$ cat src/sv/rsla_pkg.sv
package rsla_pkg;

  // Field widths
  localparam int NOW_BITS  = 32;
  localparam int CH_BITS   = 8;
  localparam int DUR_BITS  = 16;
  localparam int MODE_BITS = 3;
  localparam int FLAG_BITS = 6;

  // Time width default
  localparam int TIME_BITS_DEF = 32;

  // Breathing level division: 255 * n with n < 2^16
  localparam int LVL_DVD_BITS = 24;

  // Divisor / remainder width of the serial divider
  localparam int DIV_BITS = 16;

  // Configuration port
  localparam int CFG_IDX_W  = 2;
  localparam int CFG_DATA_W = 16;

  localparam logic [CFG_IDX_W-1:0] REG_BRIGHTNESS = 2'd0;
  localparam logic [CFG_IDX_W-1:0] REG_BREATHE    = 2'd1;
  localparam logic [CFG_IDX_W-1:0] REG_FAST_BLINK = 2'd2;
  localparam logic [CFG_IDX_W-1:0] REG_SLOW_BLINK = 2'd3;

  localparam logic [7:0]  BRIGHTNESS_RST = 8'd255;
  localparam logic [15:0] BREATHE_RST    = 16'd2000;
  localparam logic [15:0] FAST_BLINK_RST = 16'd125;
  localparam logic [15:0] SLOW_BLINK_RST = 16'd500;

  // Display modes
  localparam logic [MODE_BITS-1:0] MODE_BOOT      = 3'd0;
  localparam logic [MODE_BITS-1:0] MODE_FAULT     = 3'd1;
  localparam logic [MODE_BITS-1:0] MODE_BAD_POS   = 3'd2;
  localparam logic [MODE_BITS-1:0] MODE_OFF       = 3'd3;
  localparam logic [MODE_BITS-1:0] MODE_RECONNECT = 3'd4;
  localparam logic [MODE_BITS-1:0] MODE_CONNECTED = 3'd5;
  localparam logic [MODE_BITS-1:0] MODE_AP_ONLY   = 3'd6;

  // Command codes
  localparam logic CMD_UPDATE = 1'b0;
  localparam logic CMD_FLASH  = 1'b1;

  // Colour levels
  localparam logic [7:0] LVL_FULL  = 8'd255;
  localparam logic [7:0] LVL_AMBER = 8'd180;
  localparam logic [7:0] LVL_DIM   = 8'd80;
  localparam logic [7:0] LVL_GREEN = 8'd200;
  localparam logic [7:0] LVL_CYAN  = 8'd180;

  typedef struct packed {
    logic busy;
    logic done;
  } div_stat_t;

  // x / 255 for x <= 255*255
  function automatic logic [7:0] div255(input logic [15:0] x);
    logic [16:0] t;
    t = {1'b0, x} + 17'(x[15:8]) + 17'd1;
    return t[15:8];
  endfunction

  // v * k / 255
  function automatic logic [7:0] scale8(input logic [7:0] v, input logic [7:0] k);
    logic [15:0] p;
    p = 16'(v) * 16'(k);
    return div255(p);
  endfunction

endpackage

$ cat src/sv/rsla_if.sv
interface rsla_req_if;
  logic        valid;
  logic        ready;
  logic        cmd;
  logic [31:0] now_ms;
  logic        calibrating;
  logic        link_fault;
  logic        pos_valid;
  logic        net_enabled;
  logic        station_configured;
  logic        station_connected;
  logic [7:0]  flash_red;
  logic [7:0]  flash_green;
  logic [7:0]  flash_blue;
  logic [15:0] flash_duration_ms;

  modport source (
    output valid, cmd, now_ms, calibrating, link_fault, pos_valid,
           net_enabled, station_configured, station_connected,
           flash_red, flash_green, flash_blue, flash_duration_ms,
    input  ready
  );
  modport sink (
    input  valid, cmd, now_ms, calibrating, link_fault, pos_valid,
           net_enabled, station_configured, station_connected,
           flash_red, flash_green, flash_blue, flash_duration_ms,
    output ready
  );
endinterface

interface rsla_rsp_if;
  logic       valid;
  logic       ready;
  logic [7:0] red;
  logic [7:0] green;
  logic [7:0] blue;
  logic       write_strobe;
  logic       overlay_active;
  logic [2:0] display_mode;

  modport source (
    output valid, red, green, blue, write_strobe, overlay_active, display_mode,
    input  ready
  );
  modport sink (
    input  valid, red, green, blue, write_strobe, overlay_active, display_mode,
    output ready
  );
endinterface

$ cat src/sv/rsla_serial_div.sv
module rsla_serial_div #(
  parameter int DW = rsla_pkg::TIME_BITS_DEF,
  parameter int CW = $clog2(DW + 1)
) (
  input  logic                          clk,
  input  logic                          rst,
  input  logic                          start,
  input  logic [CW-1:0]                 count,
  input  logic [DW-1:0]                 dividend,
  input  logic [rsla_pkg::DIV_BITS-1:0] divisor,
  output rsla_pkg::div_stat_t           stat,
  output logic [DW-1:0]                 quotient,
  output logic [rsla_pkg::DIV_BITS-1:0] remainder
);

  localparam int RW = rsla_pkg::DIV_BITS;

  // Restoring division, one quotient bit per cycle, dividend MSB first.
  logic [DW-1:0] dvd;
  logic [RW-1:0] dsr;
  logic [CW-1:0] cnt;
  logic [RW:0]   trial;
  logic          ge;

  assign trial = {remainder, dvd[DW-1]};
  assign ge    = trial >= {1'b0, dsr};

  always_ff @(posedge clk) begin
    if (rst) begin
      stat <= '0;
      cnt  <= '0;
    end else if (start) begin
      stat.busy <= 1'b1;
      stat.done <= 1'b0;
      cnt       <= count;
    end else if (stat.busy) begin
      cnt <= cnt - CW'(1);
      if (cnt == CW'(1)) begin
        stat.busy <= 1'b0;
        stat.done <= 1'b1;
      end
    end else begin
      stat.done <= 1'b0;
    end
  end

  always_ff @(posedge clk) begin
    if (start) begin
      dvd       <= dividend;
      dsr       <= divisor;
      quotient  <= '0;
      remainder <= '0;
    end else if (stat.busy) begin
      dvd       <= dvd << 1;
      quotient  <= {quotient[DW-2:0], ge};
      remainder <= ge ? RW'(trial - {1'b0, dsr}) : trial[RW-1:0];
    end
  end

  a_no_restart: assert property (@(posedge clk) disable iff (rst)
    start |-> !stat.busy)
    else $error("divider restarted while busy");

  a_done_after_busy: assert property (@(posedge clk) disable iff (rst)
    $rose(stat.done) |-> $past(stat.busy))
    else $error("divider done without a run");

  a_done_not_busy: assert property (@(posedge clk) disable iff (rst)
    stat.done |-> !stat.busy)
    else $error("divider done while still busy");

endmodule

$ cat src/sv/rgb_status_led_animator.sv
// Steps: a flash item, or an update that shows the overlay, goes from S_EVAL to S_DONE;
// other updates pass S_MODE and S_SCALE; boot updates also pass S_BREATHE, and with a
// breathe period of 2 or more first S_MOD and S_DIV (period modulo, then 24-bit level
// division, one bit per cycle each). One item is in work at a time.
// The output register lets the next item in while a result waits to be taken.
// Reset (synchronous, rst high): registers to their defaults, mode off, no overlay.
module rgb_status_led_animator #(
  parameter int TIME_BITS = rsla_pkg::TIME_BITS_DEF
) (
  input  logic                            clk,
  input  logic                            rst,
  input  logic                            cfg_we,
  input  logic [rsla_pkg::CFG_IDX_W-1:0]  cfg_index,
  input  logic [rsla_pkg::CFG_DATA_W-1:0] cfg_data,
  rsla_req_if.sink                        req,
  rsla_rsp_if.source                      rsp
);

  localparam int LB = rsla_pkg::LVL_DVD_BITS;
  // divider datapath: wide enough for the timestamp and the level dividend
  localparam int DW = (TIME_BITS > LB) ? TIME_BITS : LB;
  localparam int CW = $clog2(DW + 1);
  localparam int MB = rsla_pkg::MODE_BITS;

  typedef enum logic [7:0] {
    S_IDLE    = 8'b0000_0001,
    S_EVAL    = 8'b0000_0010,  // flash / overlay decision
    S_MODE    = 8'b0000_0100,  // mode resolution and blink timing
    S_MOD     = 8'b0000_1000,  // now mod breathe period
    S_DIV     = 8'b0001_0000,  // 255*n / half
    S_BREATHE = 8'b0010_0000,  // breathing colour
    S_SCALE   = 8'b0100_0000,  // global brightness
    S_DONE    = 8'b1000_0000   // hand over to output register
  } state_t;

  state_t state;

  // ---------------------------------------------------------------- config
  logic [7:0]  brightness;
  logic [15:0] breathe_period;
  logic [15:0] fast_blink;
  logic [15:0] slow_blink;

  always_ff @(posedge clk) begin
    if (rst) begin
      brightness     <= rsla_pkg::BRIGHTNESS_RST;
      breathe_period <= rsla_pkg::BREATHE_RST;
      fast_blink     <= rsla_pkg::FAST_BLINK_RST;
      slow_blink     <= rsla_pkg::SLOW_BLINK_RST;
    end else if (cfg_we) begin
      unique case (cfg_index)
        rsla_pkg::REG_BRIGHTNESS: brightness     <= cfg_data[7:0];
        rsla_pkg::REG_BREATHE:    breathe_period <= cfg_data;
        rsla_pkg::REG_FAST_BLINK: fast_blink     <= cfg_data;
        rsla_pkg::REG_SLOW_BLINK: slow_blink     <= cfg_data;
      endcase
    end
  end

  // ---------------------------------------------------------- captured item
  logic                 cmd_q;
  logic [TIME_BITS-1:0] now_q;
  logic                 boot_q, fault_q, posv_q, wifi_q, stcfg_q, stcon_q;
  logic [7:0]           fr_q, fg_q, fb_q;
  logic [15:0]          dur_q;

  logic accept;
  assign req.ready = (state == S_IDLE);
  assign accept    = req.valid && req.ready;

  always_ff @(posedge clk) begin
    if (accept) begin
      cmd_q   <= req.cmd;
      now_q   <= TIME_BITS'(req.now_ms);  // only the low TIME_BITS bits count
      boot_q  <= req.calibrating;
      fault_q <= req.link_fault;
      posv_q  <= req.pos_valid;
      wifi_q  <= req.net_enabled;
      stcfg_q <= req.station_configured;
      stcon_q <= req.station_connected;
      fr_q    <= req.flash_red;
      fg_q    <= req.flash_green;
      fb_q    <= req.flash_blue;
      dur_q   <= req.flash_duration_ms;
    end
  end

  // ------------------------------------------------------------ block state
  logic [MB-1:0]        last_mode;
  logic [TIME_BITS-1:0] anim_start;
  logic                 blink_phase;
  logic [TIME_BITS-1:0] ov_end;
  logic                 ov_valid;
  logic [7:0]           ov_r, ov_g, ov_b;
  logic [7:0]           last_r, last_g, last_b;

  // staged result
  logic [7:0]    base_r, base_g, base_b;   // unscaled colour
  logic [7:0]    res_r, res_g, res_b;
  logic          res_ov;
  logic [MB-1:0] res_mode;
  logic [7:0]    lvl;

  // ---------------------------------------------------- overlay expiry check
  logic [TIME_BITS-1:0] ov_diff;
  logic                 ov_live;
  assign ov_diff = now_q - ov_end;
  assign ov_live = ov_valid && ov_diff[TIME_BITS-1];  // end time not yet reached

  // -------------------------------------------------------- mode resolution
  logic [MB-1:0] mode;
  always_comb begin
    priority if (boot_q)            mode = rsla_pkg::MODE_BOOT;
    else if (fault_q)               mode = rsla_pkg::MODE_FAULT;
    else if (!posv_q)               mode = rsla_pkg::MODE_BAD_POS;
    else if (!wifi_q)               mode = rsla_pkg::MODE_OFF;
    else if (stcfg_q && !stcon_q)   mode = rsla_pkg::MODE_RECONNECT;
    else if (stcfg_q)               mode = rsla_pkg::MODE_CONNECTED;
    else                            mode = rsla_pkg::MODE_AP_ONLY;
  end

  // blink timing; a mode change restarts the timer before the tick check
  logic                 mode_chg;
  logic [TIME_BITS-1:0] eff_start;
  logic                 eff_phase;
  logic [TIME_BITS-1:0] blink_d;
  logic [15:0]          half_per;
  logic                 blinking;
  logic                 tick;
  logic                 new_phase;

  assign mode_chg  = (mode != last_mode);
  assign eff_start = mode_chg ? now_q : anim_start;
  assign eff_phase = mode_chg ? 1'b0 : blink_phase;
  assign blink_d   = now_q - eff_start;
  assign half_per  = (mode == rsla_pkg::MODE_FAULT) ? fast_blink : slow_blink;
  assign blinking  = (mode == rsla_pkg::MODE_FAULT) || (mode == rsla_pkg::MODE_BAD_POS) ||
                     (mode == rsla_pkg::MODE_RECONNECT);
  // negative difference never ticks
  assign tick      = blinking && !blink_d[TIME_BITS-1] &&
                     (blink_d >= TIME_BITS'(half_per));
  assign new_phase = eff_phase ^ tick;

  // unscaled colour of the resolved mode; boot gets its colour in S_BREATHE
  logic [7:0] base_r_next, base_g_next, base_b_next;
  always_comb begin
    base_r_next = '0;
    base_g_next = '0;
    base_b_next = '0;
    unique case (mode)
      rsla_pkg::MODE_FAULT: if (new_phase) begin
        base_r_next = rsla_pkg::LVL_FULL;
        base_b_next = rsla_pkg::LVL_FULL;
      end
      rsla_pkg::MODE_BAD_POS: if (new_phase) begin
        base_r_next = rsla_pkg::LVL_FULL;
        base_g_next = rsla_pkg::LVL_DIM;
      end
      rsla_pkg::MODE_RECONNECT: if (new_phase) begin
        base_b_next = rsla_pkg::LVL_FULL;
        base_g_next = rsla_pkg::LVL_DIM;
      end
      rsla_pkg::MODE_CONNECTED: base_g_next = rsla_pkg::LVL_GREEN;
      rsla_pkg::MODE_AP_ONLY: begin
        base_g_next = rsla_pkg::LVL_CYAN;
        base_b_next = rsla_pkg::LVL_CYAN;
      end
      default: ;  // off, boot
    endcase
  end

  // ---------------------------------------------------------- serial divider
  logic                 div_start;
  logic [CW-1:0]        div_count;
  logic [DW-1:0]        div_dvd;
  logic [15:0]          div_dsr;
  rsla_pkg::div_stat_t  div_stat;
  logic [DW-1:0]        div_quo;
  logic [15:0]          div_rem;

  logic [14:0]   half_breathe;
  logic          breathe_on;
  logic [15:0]   tri_n;      // distance to nearest trough of the triangle
  logic [LB-1:0] lvl_dvd;    // 255 * tri_n

  assign half_breathe = breathe_period[15:1];
  assign breathe_on   = (half_breathe != 15'd0);
  assign tri_n        = (div_rem < {1'b0, half_breathe}) ? div_rem : breathe_period - div_rem;
  assign lvl_dvd      = {tri_n, 8'd0} - LB'(tri_n);

  always_comb begin
    div_start = 1'b0;
    div_count = CW'(TIME_BITS);
    div_dvd   = DW'(now_q) << (DW - TIME_BITS);   // MSB-aligned
    div_dsr   = breathe_period;
    unique case (state)
      S_MODE: div_start = (mode == rsla_pkg::MODE_BOOT) && breathe_on;
      S_MOD: begin
        div_start = div_stat.done;
        div_count = CW'(LB);
        div_dvd   = DW'(lvl_dvd) << (DW - LB);
        div_dsr   = {1'b0, half_breathe};
      end
      S_IDLE, S_EVAL, S_DIV, S_BREATHE, S_SCALE, S_DONE: ;
    endcase
  end

  rsla_serial_div #(.DW(DW), .CW(CW)) u_div (
    .clk       (clk),
    .rst       (rst),
    .start     (div_start),
    .count     (div_count),
    .dividend  (div_dvd),
    .divisor   (div_dsr),
    .stat      (div_stat),
    .quotient  (div_quo),
    .remainder (div_rem)
  );

  // odd periods can push the level past full scale
  logic [7:0] lvl_sat;
  assign lvl_sat = (div_quo > DW'(255)) ? rsla_pkg::LVL_FULL : div_quo[7:0];

  // ------------------------------------------------------------- output side
  logic load_out;
  logic strobe;
  assign load_out = (state == S_DONE) && (!rsp.valid || rsp.ready);
  assign strobe   = (res_r != last_r) || (res_g != last_g) || (res_b != last_b);

  // ------------------------------------------------------------- sequencer
  always_ff @(posedge clk) begin
    if (rst) begin
      state       <= S_IDLE;
      last_mode   <= rsla_pkg::MODE_OFF;
      anim_start  <= '0;
      blink_phase <= 1'b0;
      ov_end      <= '0;
      ov_valid    <= 1'b0;
      ov_r        <= '0;
      ov_g        <= '0;
      ov_b        <= '0;
      last_r      <= '0;
      last_g      <= '0;
      last_b      <= '0;
    end else begin
      unique case (state)
        S_IDLE: if (accept) state <= S_EVAL;

        S_EVAL: begin
          res_mode <= last_mode;
          res_ov   <= 1'b1;
          if (cmd_q == rsla_pkg::CMD_FLASH) begin
            // overlay shown unscaled, animation state untouched
            ov_r     <= fr_q;
            ov_g     <= fg_q;
            ov_b     <= fb_q;
            ov_end   <= now_q + TIME_BITS'(dur_q);
            ov_valid <= 1'b1;
            res_r    <= fr_q;
            res_g    <= fg_q;
            res_b    <= fb_q;
            state    <= S_DONE;
          end else if (ov_live) begin
            res_r <= ov_r;
            res_g <= ov_g;
            res_b <= ov_b;
            state <= S_DONE;
          end else begin
            ov_valid <= 1'b0;
            state    <= S_MODE;
          end
        end

        S_MODE: begin
          last_mode   <= mode;
          res_mode    <= mode;
          res_ov      <= 1'b0;
          blink_phase <= new_phase;
          anim_start  <= (mode_chg || tick) ? now_q : anim_start;
          base_r      <= base_r_next;
          base_g      <= base_g_next;
          base_b      <= base_b_next;
          lvl         <= rsla_pkg::LVL_FULL;
          // boot: breathing level first, or full level for a short period
          if (mode == rsla_pkg::MODE_BOOT) begin
            state <= breathe_on ? S_MOD : S_BREATHE;
          end else begin
            state <= S_SCALE;
          end
        end

        S_MOD: if (div_stat.done) state <= S_DIV;

        S_DIV: if (div_stat.done) begin
          lvl   <= lvl_sat;
          state <= S_BREATHE;
        end

        S_BREATHE: begin
          // amber scaled by the breathing level; 255*lvl/255 is lvl itself
          base_r <= lvl;
          base_g <= rsla_pkg::scale8(rsla_pkg::LVL_AMBER, lvl);
          base_b <= '0;
          state  <= S_SCALE;
        end

        S_SCALE: begin
          res_r <= rsla_pkg::scale8(base_r, brightness);
          res_g <= rsla_pkg::scale8(base_g, brightness);
          res_b <= rsla_pkg::scale8(base_b, brightness);
          state <= S_DONE;
        end

        S_DONE: if (load_out) begin
          last_r <= res_r;
          last_g <= res_g;
          last_b <= res_b;
          state  <= S_IDLE;
        end
      endcase
    end
  end

  // output register
  always_ff @(posedge clk) begin
    if (rst) begin
      rsp.valid <= 1'b0;
    end else if (load_out) begin
      rsp.valid <= 1'b1;
    end else if (rsp.ready) begin
      rsp.valid <= 1'b0;
    end
  end

  always_ff @(posedge clk) begin
    if (load_out) begin
      rsp.red            <= res_r;
      rsp.green          <= res_g;
      rsp.blue           <= res_b;
      rsp.write_strobe   <= strobe;
      rsp.overlay_active <= res_ov;
      rsp.display_mode   <= res_mode;
    end
  end

  a_one_item_in_flight: assert property (@(posedge clk) disable iff (rst)
    accept |=> !req.ready)
    else $error("second item taken while one is in work");

  a_no_result_overwrite: assert property (@(posedge clk) disable iff (rst)
    load_out |-> (!rsp.valid || rsp.ready))
    else $error("waiting result overwritten");

  a_result_held: assert property (@(posedge clk) disable iff (rst)
    (rsp.valid && !rsp.ready) |=> rsp.valid &&
      $stable({rsp.red, rsp.green, rsp.blue, rsp.write_strobe, rsp.overlay_active,
               rsp.display_mode}))
    else $error("waiting result changed");

endmodule
$ cat src/flat_wrapper.sv
// flat-port wrapper written by rule: the top's interface ports become plain ports
module rgb_status_led_animator_flat 
#(
  parameter int TIME_BITS = rsla_pkg::TIME_BITS_DEF
)
  (clk, rst, cfg_we, cfg_index, cfg_data, req_valid, req_cmd, req_now_ms, req_calibrating, req_link_fault, req_pos_valid, req_net_enabled, req_station_configured, req_station_connected, req_flash_red, req_flash_green, req_flash_blue, req_flash_duration_ms, req_ready, rsp_valid, rsp_red, rsp_green, rsp_blue, rsp_write_strobe, rsp_overlay_active, rsp_display_mode, rsp_ready);
  rsla_req_if req_i ();
  rsla_rsp_if rsp_i ();
  input  logic clk;
  input  logic rst;
  input  logic cfg_we;
  input  logic [rsla_pkg::CFG_IDX_W-1:0] cfg_index;
  input  logic [rsla_pkg::CFG_DATA_W-1:0] cfg_data;
  input wire logic [$bits(req_i.valid)-1:0] req_valid;
  input wire logic [$bits(req_i.cmd)-1:0] req_cmd;
  input wire logic [$bits(req_i.now_ms)-1:0] req_now_ms;
  input wire logic [$bits(req_i.calibrating)-1:0] req_calibrating;
  input wire logic [$bits(req_i.link_fault)-1:0] req_link_fault;
  input wire logic [$bits(req_i.pos_valid)-1:0] req_pos_valid;
  input wire logic [$bits(req_i.net_enabled)-1:0] req_net_enabled;
  input wire logic [$bits(req_i.station_configured)-1:0] req_station_configured;
  input wire logic [$bits(req_i.station_connected)-1:0] req_station_connected;
  input wire logic [$bits(req_i.flash_red)-1:0] req_flash_red;
  input wire logic [$bits(req_i.flash_green)-1:0] req_flash_green;
  input wire logic [$bits(req_i.flash_blue)-1:0] req_flash_blue;
  input wire logic [$bits(req_i.flash_duration_ms)-1:0] req_flash_duration_ms;
  output wire logic [$bits(req_i.ready)-1:0] req_ready;
  output wire logic [$bits(rsp_i.valid)-1:0] rsp_valid;
  output wire logic [$bits(rsp_i.red)-1:0] rsp_red;
  output wire logic [$bits(rsp_i.green)-1:0] rsp_green;
  output wire logic [$bits(rsp_i.blue)-1:0] rsp_blue;
  output wire logic [$bits(rsp_i.write_strobe)-1:0] rsp_write_strobe;
  output wire logic [$bits(rsp_i.overlay_active)-1:0] rsp_overlay_active;
  output wire logic [$bits(rsp_i.display_mode)-1:0] rsp_display_mode;
  input wire logic [$bits(rsp_i.ready)-1:0] rsp_ready;
  assign req_i.valid = req_valid;
  assign req_i.cmd = req_cmd;
  assign req_i.now_ms = req_now_ms;
  assign req_i.calibrating = req_calibrating;
  assign req_i.link_fault = req_link_fault;
  assign req_i.pos_valid = req_pos_valid;
  assign req_i.net_enabled = req_net_enabled;
  assign req_i.station_configured = req_station_configured;
  assign req_i.station_connected = req_station_connected;
  assign req_i.flash_red = req_flash_red;
  assign req_i.flash_green = req_flash_green;
  assign req_i.flash_blue = req_flash_blue;
  assign req_i.flash_duration_ms = req_flash_duration_ms;
  assign req_ready = req_i.ready;
  assign rsp_valid = rsp_i.valid;
  assign rsp_red = rsp_i.red;
  assign rsp_green = rsp_i.green;
  assign rsp_blue = rsp_i.blue;
  assign rsp_write_strobe = rsp_i.write_strobe;
  assign rsp_overlay_active = rsp_i.overlay_active;
  assign rsp_display_mode = rsp_i.display_mode;
  assign rsp_i.ready = rsp_ready;
  rgb_status_led_animator #(.TIME_BITS(TIME_BITS)) u_core (.clk(clk), .rst(rst), .cfg_we(cfg_we), .cfg_index(cfg_index), .cfg_data(cfg_data), .req(req_i), .rsp(rsp_i));
endmodule
$ cat config.mk
export PLATFORM = sky130hd
export DESIGN_NAME = rgb_status_led_animator_flat
export DESIGN_NICKNAME = d
export VERILOG_FILES = /design/src/sv/rsla_pkg.sv /design/src/sv/rsla_if.sv /design/src/sv/rsla_serial_div.sv /design/src/sv/rgb_status_led_animator.sv /design/src/flat_wrapper.sv
export SDC_FILE = /design/constraint.sdc
export NUM_CORES = 2
export LEC_CHECK = 0
export ABC_AREA = 1
export CAP_MARGIN = 20
export CORE_ASPECT_RATIO = 0.5
export CORE_MARGIN = 2
export CORE_UTILIZATION = 40
export CTS_CLUSTER_SIZE = 14
export DETAILED_ROUTE_END_ITERATION = 12
export DONT_BUFFER_PORTS = 1
export PLACE_DENSITY = 0.65
export SYNTH_ARGS = -nofsm -noshare
export SYNTH_HDL_FRONTEND = slang
export SYNTH_SLANG_ARGS = --single-unit
$ cat constraint.sdc
create_clock -name clk -period 9 [get_ports clk]
set_clock_uncertainty 0.15 [all_clocks]
set_input_delay 1.8 -clock clk [delete_from_list [all_inputs] [get_ports clk]]
set_output_delay 1.8 -clock clk [all_outputs]
set_load 0.01 [all_outputs]
### Word level (Yosys, flattened, before mapping)

Index checks and enable logic that the tools add are counted.

| storage, ports and cells | value |
|---|---|
| memories | 0 |
| memory bits (writable) | 0 |
| logic and storage cells | 205 |
| latch bits | 0 |
| register bits after elaboration | 454 |
| input bits | 102 |
| bits in read-only memories | 0 |

| cells by class | value |
|---|---|
| equality and inequality tests | 27 |
| add/sub/neg operators | 15 |
| bitwise operators | 3 |
| reduce and logical (&&, ||, !) cells | 42 |
| divide/modulo/power cells | 0 |
| multiply operators | 4 |
| $lt $le $gt $ge | 4 |
| shifts and indexed selects | 0 |
| muxes and demuxes | 58 |

Operator list:

| cell | number |
|---|---|
| 8-bit two-way mux | 17 |
| 32-bit two-way mux | 4 |
| 8-bit case mux with 2 select lines | 8 |
| 16-bit by 1-bit adder with 16-bit output (second input constant) | 4 |
| 16-bit by 8-bit adder with 16-bit output | 4 |
| 8-bit case mux with 8 select lines | 1 |
| 32-bit subtractor | 2 |
| 8-bit by 8-bit multiplier with 16-bit output | 3 |
| 16-bit two-way mux | 3 |
| 32-bit by 16-bit adder with 32-bit output | 1 |
| 32-bit by 16-bit >= comparator with 1-bit output | 1 |
| 32-bit by 8-bit greater-than comparator with 1-bit output (second input constant) | 1 |
| 16-bit subtractor | 2 |
| 6-bit two-way mux | 4 |
| 8-bit inequality test | 3 |
| 8-bit case mux with 3 select lines | 1 |
| 24-bit by 16-bit subtractor with 24-bit output | 1 |
| 2-bit AND reduction | 10 |
| 17-bit by 16-bit >= comparator with 1-bit output | 1 |
| 16-bit by 15-bit less-than comparator with 1-bit output | 1 |
| 15-bit two-way mux | 1 |
| 3-bit two-way mux | 5 |
| 15-bit nonzero test | 1 |
| 6-bit by 8-bit multiplier with 14-bit output (first input constant) | 1 |
| 36 further kinds | 73 |

### Longest topological paths before layout

| depth | value |
|---|---|
| depth in word-level cells | 17 |
| gate-level depth with buffers | 41 |
| depth with buffers taken out | 38 |

### By module

From an unflattened synthesis, not the netlist that was laid out.

| unflattened totals | value |
|---|---|
| cells, all modules | 4646 |
| area, all modules | 34373.0 um^2 |

By module, submodules not included:

| module | cells an instance | area each (um^2) | instances | sequential area each (um^2) |
|---|---|---|---|---|
| rgb_status_led_animator | 4011 | 29324.4 | 1 | 8508.2 |
| rsla_serial_div | 635 | 5048.6 | 1 | 2562.5 |

### Least setup slack after synthesis

No wires, ideal clock.

| path | value |
|---|---|
| path kind | register -> register |
| start point | reg u_core.brightness[7] |
| end point | reg u_core.res_g[5], data pin |
| data required time | 8596 ps |
| stages on the path, launching flop included | 31 |
| setup slack | 3006 ps |
| path buffers | 2 |
| clock period less this slack | 5994 ps |
| arrival | 5591 ps |
| path through | dfxtp_1 clkbuf_1 clkbuf_1 nand2_1 fa_1 inv_1 fa_1 fa_1 fa_1 ha_1 a21oi_1 o21ai_0 a21oi_1 o21ai_0 nand2_1 nand2_1 a21oi_1 xor2_1 inv_1 ha_1 inv_1 nor2_1 nand2_1 o21ai_1 inv_1 nand2_2 inv_1 nor2_1 nand2_1 nand3_1 nand2_1 |

| between the ends | value |
|---|---|
| longest elaborated chain between the ends | 4 |

Ends and longest elaborated chain:

| element | RTL line | text |
|---|---|---|
| start, declared | rgb_status_led_animator.sv:39 | `logic [7:0] brightness;` |
| start signal, assigned | rgb_status_led_animator.sv:46 | `brightness <= rsla_pkg::BRIGHTNESS_RST;` |
| start signal, assigned | rgb_status_led_animator.sv:52 | `rsla_pkg::REG_BRIGHTNESS: brightness <= cfg_data[7:0];` |
| 8-bit by 8-bit multiplier with 16-bit output | rsla_pkg.sv:68 | `p = 16'(v) * 16'(k);` |
| 16-bit by 8-bit adder with 16-bit output | rsla_pkg.sv:61 | `t = {1'b0, x} + 17'(x[15:8]) + 17'd1;` |
| 16-bit by 1-bit adder with 16-bit output | rsla_pkg.sv:61 |  |
| 8-bit case mux with 2 select lines | rgb_status_led_animator.sv:246 | `unique case (state)` |
| end signal, assigned | rgb_status_led_animator.sv:260 | `res_g <= fg_q;` |
| end signal, assigned | rgb_status_led_animator.sv:265 | `res_g <= ov_g;` |
| end signal, assigned | rgb_status_led_animator.sv:309 | `res_g <= rsla_pkg::scale8(base_g, brightness);` |
| end, declared | rgb_status_led_animator.sv:99 | `logic [7:0] res_r, res_g, res_b;` |

No other way between the ends.
A chain may end at the register's enable or synchronous reset.

### Worst setup path after layout

Same ends and word-level chain as after synthesis.

==> report_table.html <==
<table>
<tr><th>Metric</th><th>Value</th></tr>
<tr><th colspan="2">Run status</th></tr>
<tr><td>Run status</td><td>completed</td></tr>
<tr><th colspan="2">Clocking</th></tr>
<tr><td>Clock tree from TritonCTS</td><td>yes</td></tr>
<tr><td>Number of clock sinks</td><td>around 450</td></tr>
<tr><td># resized after CTS</td><td>0</td></tr>
<tr><td>Worst-skew pair later-pin latency</td><td>0.60 ns</td></tr>
<tr><td>Hold buffer count at CTS</td><td>0</td></tr>
<tr><td>Post-CTS setup buffer count</td><td>0</td></tr>
<tr><td>CTS root buffer</td><td>clkbuf_16</td></tr>
<tr><td>Clock transition at the register clock pins on the worst setup and hold paths after CTS</td><td>approximately 0.070 ns</td></tr>
<tr><td>Level count of the clock H-tree</td><td>2</td></tr>
<tr><td>Number of buffers added by the clock tree synthesis step</td><td>46</td></tr>
<tr><td>Number of buffers on the longest clock path</td><td>3</td></tr>
<tr><th colspan="2">Hold path</th></tr>
<tr><td>Classification of the worst-slack hold path</td><td>reg2reg</td></tr>
<tr><td>Startpoint of the lowest-slack hold path</td><td>u_core.res_ov</td></tr>
<tr><td>Hold Crit Depth</td><td>0</td></tr>
<tr><th colspan="2">GRT</th></tr>
<tr><td>GRT overflow</td><td>0</td></tr>
<tr><td>Maximum number of pins on one net before global-route repair</td><td>a little over 90</td></tr>
<tr><td>Overall Global Routing Usage</td><td>a little over a fifth</td></tr>
<tr><td>Wire length of the first global-routing pass</td><td>between 100,000 and 150,000 um</td></tr>
<tr><td>Via count of the first global-routing pass</td><td>27,970</td></tr>
<tr><td>Antenna violations before repair</td><td>0</td></tr>
<tr><th colspan="2">Power and ir drop</th></tr>
<tr><td>Sequential group share of total power</td><td>approximately 29%</td></tr>
<tr><td>Internal power</td><td>4.820 mW</td></tr>
<tr><td>Net Sw Power</td><td>around 3.6 mW</td></tr>
<tr><td>Standby leakage power</td><td>17.90 nW</td></tr>
<tr><td>Power Density</td><td>about 230 nW/um^2</td></tr>
<tr><td>Worst IR Drop VDD</td><td>between 0.1 and 0.15 mV</td></tr>
<tr><td>Switching share of total power</td><td>between 40% and 50%</td></tr>
<tr><td>Clock power frac</td><td>roughly 25%</td></tr>
<tr><td>Combinational Power Share</td><td>a little under half</td></tr>
<tr><th colspan="2">Die</th></tr>
<tr><td>Count of pins on the block boundary</td><td>~130</td></tr>
<tr><td>Vertical die dimension</td><td>209.8 um</td></tr>
<tr><td>Starting utilization of the core area</td><td>40.42%</td></tr>
<tr><td>Number of placement rows</td><td>75</td></tr>
<tr><td>Die area</td><td>87,160 um^2</td></tr>
<tr><td>Core Area</td><td>roughly 84,000 um^2</td></tr>
<tr><td>Floorplan die width</td><td>between 400 and 500 um</td></tr>
<tr><th colspan="2">Worst setup path</th></tr>
<tr><td>Required @ worst endpoint</td><td>a little over 9 ns</td></tr>
<tr><td>Critical path arrival</td><td>6.72 ns</td></tr>
<tr><td>Worst-path cell with the longest stage delay</td><td>dfxtp_1</td></tr>
<tr><td>Worst r2r path cells</td><td>28</td></tr>
<tr><td>Launch instance of the worst register-to-register path</td><td>u_core.brightness[7]</td></tr>
<tr><td>Sort of element at the end of the critical path</td><td>flip-flop</td></tr>
<tr><td>Setup crit start kind</td><td>flip-flop</td></tr>
<tr><td>Class of the most critical setup path</td><td>reg2reg</td></tr>
<tr><td>Delay of the slowest critical-path stage</td><td>just under 0.8 ns</td></tr>
<tr><td>Largest driver fanout on the critical path</td><td>19</td></tr>
<tr><td>Crit path from</td><td>u_core.brightness[7]</td></tr>
<tr><td>Most frequent cell on the critical path</td><td>nand2_1</td></tr>
<tr><th colspan="2">Drt</th></tr>
<tr><td>1st-pass router iterations</td><td>5</td></tr>
<tr><td>1st-iter DRT viols</td><td>roughly 2,500</td></tr>
<tr><td>Remaining design rule violation count</td><td>0</td></tr>
<tr><td>Routed Antenna Nets</td><td>0</td></tr>
<tr><td>Wirelength, routed</td><td>~94,000 um</td></tr>
<tr><td>Total via count after detailed routing</td><td>approximately 29,000</td></tr>
<tr><td>Avg WL per Cell</td><td>16.66 um</td></tr>
<tr><td>Number of vias per cell after detailed routing</td><td>a little over 5</td></tr>
<tr><th colspan="2">Synthesis</th></tr>
<tr><td>Number of nets produced by synthesis</td><td>between 5,000 and 6,000</td></tr>
<tr><td>Cell area after synthesis</td><td>33,870 um^2</td></tr>
<tr><td>Library cells used by synthesis</td><td>63</td></tr>
<tr><td>Share of async-settable or async-resettable flops after synthesis</td><td>0%</td></tr>
<tr><td>Number of synthesized flops with an enable pin</td><td>210</td></tr>
<tr><td>Post-synthesis average cell area</td><td>7.475 um^2</td></tr>
<tr><td>Seq cells post-synth</td><td>448</td></tr>
<tr><td>Share of synthesized area occupied by flip-flops and latches</td><td>between 30% and 40%</td></tr>
<tr><td>Instance count of the mapped netlist</td><td>between 4,000 and 5,000</td></tr>
<tr><td>Warnings, synthesis</td><td>0</td></tr>
<tr><td>Most common flop cell mapped by yosys</td><td>dfxtp_1</td></tr>
<tr><th colspan="2">Placement</th></tr>
<tr><td>Quantity of I/O buffers inserted on ports</td><td>0</td></tr>
<tr><td>Detailed Place HPWL</td><td>approximately 73,000 um</td></tr>
<tr><td>Placer Congestion</td><td>0.9297</td></tr>
<tr><th colspan="2">Finish</th></tr>
<tr><td>Proportion of layout cells with a drive suffix above 1</td><td>between 3 and 4%</td></tr>
<tr><td>Nets@finish</td><td>about 5,000</td></tr>
<tr><td>Area growth from synthesis to final layout</td><td>7.702%</td></tr>
<tr><td>Number of fill cells</td><td>8,403</td></tr>
<tr><td>Number of antenna cells inserted</td><td>0</td></tr>
<tr><td>Final design utilization</td><td>between 40 and 50%</td></tr>
<tr><th colspan="2">STA</th></tr>
<tr><td>FMAX</td><td>between 0.15 and 0.2 GHz</td></tr>
<tr><td>Share of the clock period used by the worst path</td><td>~73%</td></tr>
<tr><td>Minimum clock period</td><td>roughly 6.5 ns</td></tr>
<tr><td>Slew @ Worst Pin</td><td>1.100 ns</td></tr>
<tr><td>Final Hold Violating Endpoints</td><td>0</td></tr>
<tr><td>Unrepaired setup endpoints after global routing</td><td>false</td></tr>
<tr><td>Worst max-slew margin expressed relative to the limit</td><td>between 20% and 30%</td></tr>
<tr><td>Max-slew violation count</td><td>0</td></tr>
<tr><td>Fin Setup TNS</td><td>0 ns</td></tr>
<tr><td>Total of endpoints with negative setup slack in the final report</td><td>0</td></tr>
<tr><th colspan="2">Run</th></tr>
<tr><td>Max-capacitance violation count</td><td>0</td></tr>
</table>
[power groups by stage]
stage | logic, mW | registers, mW | clock network [mW]
floorplan | 2.97 | 2.39 | 0
global placement | 3.81 | 2.44 | 0
detailed placement | 3.85 | 2.44 | 0
CTS | 3.88 | 2.40 | 2.11
global route | 4.46 | 2.42 | 2.19
finish | 3.91 | 2.40 | 2.09
[state kept, by name, summed over array words and instances (netlist names), 16 cells and up]
register and cells:
u_core.dur_q 16, u_core.ov_end 32, u_core.u_div.remainder 16, u_core.u_div.dvd 32, u_core.u_div.quotient 32, u_core.u_div.dsr 16
u_core.fast_blink 16, u_core.now_q 32, u_core.slow_blink 16, u_core.breathe_period 16, u_core.anim_start 32
[per-stage QoR]
stage	hold WS, ns	cell area (um^2)	cells	setup slack (ns)	power (mW)
detailed placement	0.2629	34870	5535	2.471	6.299
finish	0.2773	36480	5621	2.469	8.401
global placement	0.2559	34860	5533	2.498	6.247
floorplan	0.2503	33870	4531	3.006	5.360
CTS	0.2771	36480	5620	2.435	8.396
global route	0.2891	36480	5621	1.879	9.071
[layout make-up]
| cell class | count | area [um^2] | share of cell area (%) |
|---|---|---|---|
| Sequential cell | 448 | 11070 | 30.35 |
| Clock buffer | 60 | 1265 | 3.468 |
| Clock inverter | 25 | 341.6 | 0.9363 |
| Inverter | 784 | 2943 | 8.067 |
| Timing Repair Buffer | 24 | 172.7 | 0.4733 |
| Tap cell | 1116 | 1396 | 3.828 |
| Multi-Input combinational cell | 3164 | 19290 | 52.88 |
[final timing paths]
path | to | slack [ns]
hold / removal | u_core.rsp.overlay_active | 0.28
hold reg to reg | u_core.rsp.overlay_active | 0.28
setup / recovery | u_core.res_g[5] | 2.47
setup reg to reg | u_core.res_g[5] | 2.47
[kinds of logic (layout without fill, tap and decap cells)]
kind of cell,after synthesis,after routing,share of synthesized area (%)
buffers and inverters,919,893,10.45
multiplexers,6,6,0.1773
adder cells (fa/ha/maj),429,429,18.51
AO/OA/AOI/OAI,721,721,12.00
AND/OR/NAND/NOR,1895,1895,23.24
XOR/XNOR,113,113,2.944
flip-flops,448,448,32.68
[metal layers]
metal,track usage [%],part of all wire [%],vias up
met5,0,0,-
met4,5.254,2.2,0
met3,2.201,5.3,126
met2,36.78,47,756
met1,28.67,45,13830
li1,-,-,14440
[cells in the mapped netlist, types with 6 or more instances]
master | number | area (um^2)
a31oi_1 | 7 | 43.79
o21ai_0 | 258 | 1291
nand4_1 | 45 | 281.5
xor2_1 | 76 | 665.6
clkinv_1 | 6 | 22.52
o21bai_1 | 48 | 360.4
a211oi_1 | 8 | 60.06
nand3b_1 | 13 | 97.59
a21oi_1 | 269 | 1346
nand2_1 | 1152 | 4324
a21o_1 | 20 | 150.1
edfxtp_1 | 210 | 6306
buf_1 | 22 | 82.58
dfxtp_1 | 238 | 4765
xnor2_1 | 36 | 315.3
mux2i_1 | 6 | 60.06
nand2_2 | 12 | 75.07
nor2_1 | 359 | 1348
nand3_1 | 223 | 1116
o21a_1 | 11 | 82.58
buf_2 | 14 | 70.07
or2_2 | 9 | 56.30
o22ai_1 | 33 | 206.5
inv_1 | 761 | 2856
nor3_1 | 37 | 185.2
inv_2 | 17 | 63.81
nor2_2 | 6 | 37.54
o211ai_1 | 32 | 240.2
o21ai_1 | 10 | 50.05
nor4_1 | 17 | 106.4
ha_1 | 309 | 3866
clkbuf_1 | 82 | 307.8
buf_4 | 8 | 60.06
fa_1 | 120 | 2402
[cells in the final DEF (no fill, tap or decap), types with 47 or more instances in the layout]
cell       count
o21ai_0      258
a21oi_1      269
inv_1        760
ha_1         309
edfxtp_1     210
fa_1         120
clkbuf_16     47
nor2_1       355
nand2_1     1152
nand3_1      223
o21bai_1      48
dfxtp_1      238
xor2_1        76
[critical path, delay by kind of cell (launching register included)]
family | cells | cell delay, ns
buffers and inverters | 5 | 0.34
xor gates and xnor gates | 1 | 0.22
and+or+nand+nor | 10 | 1.05
DFF | 1 | 0.77
adders and majority gates | 6 | 2.77
AOI/OAI and AO/OA | 6 | 0.98
Power figures use the tool's default switching activity.
